### src/rtl/rc3_pkg.sv
// Shared types, constants and register codes of the RGB 3x3 convolution block.
// Depends on nothing; every other file of the block but rc3_stream_if refers to it by scoped names.
`timescale 1ns / 1ps

package rc3_pkg;

  // Default line length the line stores are sized for
  localparam int MaxWidthDef = 2048;
  // Tallest image the row counter covers
  localparam int MaxHeight   = 2048;
  localparam int KernelSize  = 3;
  localparam int NumTaps     = KernelSize * KernelSize;
  localparam int TapIdxW     = 4;

  localparam int PixW   = 8;
  localparam int RgbW   = 3 * PixW;
  localparam int CoefW  = 16;
  localparam int KRowW  = KernelSize * CoefW;
  localparam int DivW   = 16;
  localparam int DimW   = 12;
  localparam int PosW   = 11;
  // Signed window sum: 9 * 255 * 32768 needs 27 magnitude bits plus sign
  localparam int AccW   = 28;
  localparam int QuoW   = AccW - 1;
  localparam int ProdW  = PixW + 1 + CoefW;
  localparam int DivSteps = QuoW;
  localparam int StepW  = 5;
  localparam logic [PixW-1:0] PixMax = 8'd255;

  localparam int CfgIdxW  = 3;
  localparam int CfgDataW = KRowW;

  // Configuration register codes
  typedef enum logic [CfgIdxW-1:0] {
    REG_KROW_TOP = 3'd0,
    REG_KROW_MID = 3'd1,
    REG_KROW_BOT = 3'd2,
    REG_DIVISOR  = 3'd3,
    REG_WIDTH    = 3'd4,
    REG_HEIGHT   = 3'd5
  } cfg_idx_e;

  // Per-pixel sequencer
  typedef enum logic [2:0] {
    ST_IDLE,
    ST_LOAD,
    ST_MAC,
    ST_DIVLD,
    ST_DIV,
    ST_DONE
  } state_e;

  // Control bundle from the sequencer to each channel lane
  typedef struct packed {
    logic clear;
    logic mac;
    logic div_load;
    logic div_step;
  } lane_ctl_t;

  typedef struct packed {
    logic [PixW-1:0] blue_in;
    logic [PixW-1:0] green_in;
    logic [PixW-1:0] red_in;
  } pix_in_t;

  typedef struct packed {
    logic [PixW-1:0] red_out;
    logic [PixW-1:0] green_out;
    logic [PixW-1:0] blue_out;
    logic [PosW-1:0] out_row;
    logic [PosW-1:0] out_col;
    logic            frame_last;
  } pix_out_t;

endpackage

### src/rtl/rc3_lane.sv
// One color channel lane: 9-step multiply-accumulate, bit-serial divide, clamp.
// Depends on rc3_pkg for widths and the lane control struct.
`timescale 1ns / 1ps

module rc3_lane (
  input  logic                      clk_i,
  input  rc3_pkg::lane_ctl_t        ctl_i,
  input  logic [rc3_pkg::PixW-1:0]  pix_i,
  input  logic [rc3_pkg::CoefW-1:0] coef_i,
  input  logic [rc3_pkg::DivW-1:0]  divisor_i,
  output logic [rc3_pkg::PixW-1:0]  result_o
);

  logic signed [rc3_pkg::ProdW-1:0] prod;
  logic signed [rc3_pkg::AccW-1:0]  acc_q, acc_d;
  logic [rc3_pkg::QuoW-1:0]         quo_q, quo_d;
  logic [rc3_pkg::DivW-1:0]         rem_q, rem_d;
  logic                             neg_q, neg_d;
  logic [rc3_pkg::DivW-1:0]         div_eff;
  logic [rc3_pkg::DivW:0]           rem_sh;

  // A zero divisor behaves as one
  assign div_eff = (divisor_i == '0) ? rc3_pkg::DivW'(1) : divisor_i;
  assign prod    = $signed({1'b0, pix_i}) * $signed(coef_i);
  assign rem_sh  = {rem_q, quo_q[rc3_pkg::QuoW-1]};

  // Accumulate, then divide the bits below the sign one quotient bit per step
  always_comb begin
    acc_d = acc_q;
    quo_d = quo_q;
    rem_d = rem_q;
    neg_d = neg_q;
    if (ctl_i.clear) begin
      acc_d = '0;
    end else if (ctl_i.mac) begin
      acc_d = acc_q + rc3_pkg::AccW'(prod);
    end
    if (ctl_i.div_load) begin
      neg_d = acc_q[rc3_pkg::AccW-1];
      quo_d = acc_q[rc3_pkg::QuoW-1:0];
      rem_d = '0;
    end else if (ctl_i.div_step) begin
      if (rem_sh >= {1'b0, div_eff}) begin
        rem_d = rc3_pkg::DivW'(rem_sh - {1'b0, div_eff});
        quo_d = {quo_q[rc3_pkg::QuoW-2:0], 1'b1};
      end else begin
        rem_d = rem_sh[rc3_pkg::DivW-1:0];
        quo_d = {quo_q[rc3_pkg::QuoW-2:0], 1'b0};
      end
    end
  end

  always_ff @(posedge clk_i) begin
    acc_q <= acc_d;
    quo_q <= quo_d;
    rem_q <= rem_d;
    neg_q <= neg_d;
  end

  // Clamp: a negative sum truncates to zero or below, so it reads as zero
  always_comb begin
    if (neg_q) begin
      result_o = '0;
    end else if (quo_q[rc3_pkg::QuoW-1:rc3_pkg::PixW] != '0) begin
      result_o = rc3_pkg::PixMax;
    end else begin
      result_o = quo_q[rc3_pkg::PixW-1:0];
    end
  end

endmodule

### config.mk
export PLATFORM = sky130hd
export DESIGN_NAME = rc3_lane
export DESIGN_NICKNAME = d
export VERILOG_FILES = /design/src/rtl/rc3_pkg.sv /design/src/rtl/rc3_lane.sv
export SDC_FILE = /design/constraint.sdc
export NUM_CORES = 1
export LEC_CHECK = 0
export BUFFER_PORTS_ARGS = -buffer_cell sky130_fd_sc_hd__buf_2
export CAP_MARGIN = 10
export CORE_MARGIN = 1.5
export CORE_UTILIZATION = 50
export DETAILED_ROUTE_END_ITERATION = 16
export PLACE_DENSITY = 0.67
export SETUP_SLACK_MARGIN = 0.3
export SYNTH_ARGS = -nofsm -noshare
export SYNTH_HDL_FRONTEND = slang
export SYNTH_SLANG_ARGS = --single-unit
### constraint.sdc
create_clock -name clk_i -period 7.1 [get_ports clk_i]
set_input_delay 0.355 -clock clk_i [delete_from_list [all_inputs] [get_ports clk_i]]
set_output_delay 0.355 -clock clk_i [all_outputs]
set_load 0.01 [all_outputs]
After elaboration in Yosys (flattened, before gate mapping)
Index checks and enable logic that the tools add are counted.
- output and inout bits: 8
- register bits after elaboration: 72
- order comparisons: 1
- reductions and logical operators: 3
- add/subtract/negate cells: 2
- multiply operators: 1
- mux-type cells: 7
- operators by type and width (cell ; number):
    two-way mux 27 bit ; 2
    two-way mux 16 bit ; 2
    adder 28 x 25 -> 28 bit ; 1
    multiplier 9 x 16 -> 25 bit ; 1
    nonzero test 19 bit ; 1
    >= comparator 17 x 16 -> 1 bit ; 1
    zero test 16 bit ; 1
    two-way mux 8 bit ; 2
    subtractor 16 bit ; 1
    nonzero test 2 bit ; 1
    two-way mux 1 bit ; 1

Longest topological paths before layout
- depth in word-level cells: 6
- depth in mapped cells: 21
- mapped depth without buffers: 20

Least setup slack after synthesis
OpenSTA, ideal clock, no wires.
- path kind: in2reg
- start point: input port pix_i[0] (netlist name)
- end point: register acc_q[27] (netlist name)
- arrival: 5233 ps
- required time: 6979 ps
- buffers on the path: 2
- setup slack: 1746 ps
- setup time: 121 ps
- stages: 19
- cells stage by stage: clkbuf_1 > nand2_1 > fa_1 > inv_1 > fa_1 > fa_1 > fa_1 > inv_1 > fa_1 > inv_1 > ha_1 > clkbuf_1 > a21o_1 > a21o_1 > a221oi_1 > nand2_1 > a41o_1 > o21ai_0 > mux2_2
- word-level cells in the longest chain between the ends: 2
- RTL lines (what ; line ; RTL):
    start, declared ; rc3_lane.sv:8 ; input logic [rc3_pkg::PixW-1:0] pix_i,
    multiplier 9 x 16 -> 25 bit ; rc3_lane.sv:24 ; assign prod = $signed({1'b0, pix_i}) * $signed(coef_i);
    adder 28 x 25 -> 28 bit ; rc3_lane.sv:36 ; acc_d = acc_q + rc3_pkg::AccW'(prod);
    end signal, assigned ; rc3_lane.sv:54 ; acc_q <= acc_d;
    end, declared ; rc3_lane.sv:15 ; logic signed [rc3_pkg::AccW-1:0] acc_q, acc_d;
Every way passes these cells.
A chain may end at the register's enable or synchronous reset.

Worst setup path in the final report
Same ends and word-level chain as after synthesis.

==> results.yml <==
sta:
  slew_headroom_pct: 56.9
  fmax_ghz: 0.184
  rsz0062_at_grt: "no"
  period_minus_slack_ps: 5430
  setup_viol: 0
  worstMarginPinSlew_ps: 647
  skew_ps: 4.89
  finalSetupTns_ps: 0
  period_share_pct: 76.5
  layout_setup_ws_ps: 1670
  final-hold-violation-count: 0
  drv_slew: 0
clocking:
  cts_buffers: 9
  cts_htree_levels: 3
  cts_resized: 0
  worstSkewPairLatency_ps: 330
  root_buffer: "clkbuf_16"
  cts_tree: "done"
  postCtsHoldBufs: 0
  cts_sinks: 72
  clk_pin_slew_ps: 60
  postCtsSetupBuffers: 0
  clockBufferDepth: 2
synthesis:
  async_flop_share_pct: 0
  syn_area_um2: 9530
  synth_cells: 1069
  yosysSeqAreaShare_pct: 18.1
  ys_warn_count: 0
  synth_top_flop_cell: "dfxtp_1"
  avgSynthCellArea_um2: 8.91
  synth_edf_count: 28
  synth.distinct_cells: 60
  syn_nets: 1320
  ys_seq_elements: 72
critical_path:
  slowest_stage: "fa_1"
  end_kind: "flip-flop"
  critPathArrivalTime_ps: 5640
  path_cells: "buf_2 -> nand2_1 -> inv_1 -> fa_1 -> inv_1 -> fa_1 -> inv_1 -> fa_1 -> fa_1 -> inv_1 -> fa_1 -> inv_1 -> ha_1 -> a21oi_1 -> o21ai_0 -> o21ai_0 -> a21oi_1 -> nor4b_1 -> o21ai_0 -> mux2_2"
  startpoint: "pix_i[0]"
  path_class: "input pin to flip-flop"
  worstReg2RegStart: "acc_q[5]"
  cp-start-kind: "input pin"
  reg2reg_slack_ps: 3720
  max_stage_delay_ps: 540
  crit_required_ps: 7310
  crit_fanout: 16
floorplanning:
  fp.dieArea_um2: 19900
  rows: 50
  die_x_um: 141
  die_y_um: 141
  io_pins: 53
  initial_core_util_pct: 50.9
  fp.coreArea_um2: 18700
place:
  globalplace.congestion: 0.880
  io_buffers: 52
  post-place-ws_ps: 1340
  dp_hpwl_um: 15600
  placed_cells: 1320
route:
  routed-via-count: 7207
  firstDrtPassIters: 5
  drtAntennaViolNets: 0
  drc: 0
  finalWirelength_um: 19100
  routed_via_density: 5.39
  wl_per_cell_um: 14.3
  drt-initial-drc-count: 318
power_and_ir_drop:
  p_switching_w: 0.00226
  power_leakage_nw: 5.01
  ir_worst_vdd_uv: 497
  pwr-share-seq_pct: 13.7
  pwr-share-comb_pct: 75.5
  power_frac_clock_pct: 10.7
  p_per_area_nw_per_um2: 442
  internal-power_w: 0.00227
  switching_share_pct: 50.0
cells_and_area:
  nets: 1349
  utilization_pct: 54.8
  final_common_cell: "inv_1"
  drive_gt1_share_pct: 9.07
  final_cell_mix: "204 x inv_1, 129 x fa_1, 107 x nand2_1"
  fin_cells: 1337
  fillCellCount: 1760
  diodes: 0
  syn_to_final_growth_pct: 7.63
grt:
  grt_max_degree: 59
  grt-ovfl-total: 0
  grt_first_pass_wirelength_um: 32800
  grt_antenna_before_repair: 0
  grt_pass1_vias: 6979
  gr-usage-all-layers_pct: 20.1
min_path:
  hold_class: "flip-flop to flip-flop"
  min_from: "acc_q[11]"
flow_run:
  cap_violations: 0
status:
  status: "complete, no violations"
[metal layers]
layer	track usage (%)	up-vias	part of all wire, %
met5	0	-	0
met4	3.45	0	1.1
met3	2.34	18	2.3
met2	34.1	90	50
met1	28.2	3556	47
li1	-	3543	-
[logic make-up (layout without fill, tap and decap cells)]
group / Yosys count / in the layout / share of synthesized area [%]
DFF: 72 / 72 / 18.1
xor gates and xnor gates: 26 / 26 / 2.39
buffers and inverters: 241 / 275 / 9.79
AOI/OAI and AO/OA: 168 / 168 / 11.5
and+or+nand+nor: 309 / 309 / 15.8
muxes: 47 / 47 / 5.21
adders and majority gates: 206 / 206 / 37.2
[cells in the mapped netlist, types with 4 or more instances]
| master | number | area, um2 |
|---|---|---|
| inv_1 | 204 | 766 |
| fa_1 | 129 | 2580 |
| nand2_1 | 107 | 402 |
| ha_1 | 77 | 963 |
| and2_1 | 70 | 438 |
| nor2_1 | 60 | 225 |
| a21oi_1 | 45 | 225 |
| dfxtp_1 | 44 | 881 |
| o21ai_0 | 35 | 175 |
| clkbuf_1 | 30 | 113 |
| edfxtp_1 | 28 | 841 |
| mux2i_1 | 26 | 260 |
| mux2_2 | 21 | 236 |
| a211oi_1 | 19 | 143 |
| xnor2_1 | 16 | 140 |
| nor3_1 | 13 | 65.1 |
| nand3_1 | 11 | 55.1 |
| xor2_1 | 10 | 87.6 |
| a21o_1 | 9 | 67.6 |
| nor4_1 | 8 | 50.1 |
| nand4_1 | 7 | 43.8 |
| o21a_1 | 6 | 45.0 |
| o22ai_1 | 6 | 37.5 |
| and3_1 | 5 | 31.3 |
| buf_1 | 5 | 18.8 |
| nand2b_1 | 5 | 31.3 |
| o211ai_1 | 5 | 37.5 |
| o21bai_1 | 5 | 37.5 |
| o31ai_1 | 5 | 37.5 |
| or2_2 | 5 | 31.3 |
| a21boi_0 | 4 | 30.0 |
| nor2b_1 | 4 | 25.0 |
| o311ai_0 | 4 | 35.0 |
| or3_1 | 4 | 25.0 |
[critical path, delay by kind of cell]
kind            cells  cell delay (ps)
mux                 1              290
compound gates      5              850
buf+inv             6              830
simple gates        2              510
fa+ha+maj           6             2800
[worst paths after layout]
check	end	cells after the start
worst min register to register	acc_q[11]	2
worst max-delay path	acc_q[27]	20
worst min-delay path	acc_q[11]	2
worst max register to register	acc_q[21]	11
[cell type report]
class | count | area (um2) | area share [%]
clock inverter | 7 | 95.1 | 0.928
clock buffer | 9 | 225 | 2.20
tap | 234 | 293 | 2.86
sequential | 72 | 1720 | 16.8
timing repair buffer | 55 | 280 | 2.73
multi-input combinational | 756 | 6870 | 67.0
inverter | 204 | 766 | 7.47
[through the flow]
| step | hold slack [ps] | area (um2) | power, W |
|---|---|---|---|
| 5_1_grt | 531 | 10300 | 0.00506 |
| 6_report | 500 | 10300 | 0.00453 |
| 2_1_floorplan | 423 | 9530 | 0.00336 |
| 4_1_cts | 501 | 10200 | 0.00455 |
| 3_3_place_gp | 482 | 9930 | 0.00400 |
| 3_5_place_dp | 486 | 9930 | 0.00405 |
[power by group through the flow]
stage | Sequential (W) | Combinational [W] | Clock (W)
5_1_grt | 0.000635 | 0.00391 | 0.000512
2_1_floorplan | 0.000598 | 0.00276 | 0
6_report | 0.000621 | 0.00342 | 0.000487
3_5_place_dp | 0.000629 | 0.00342 | 0
3_3_place_gp | 0.000629 | 0.00337 | 0
4_1_cts | 0.000622 | 0.00344 | 0.000494
[flip-flops by register name, indices dropped and copies added, names as in the netlist]
register,count
acc_q,28
quo_q,27
rem_q,16
neg_q,1
Note: power is estimated with default switching activity, not from simulation.
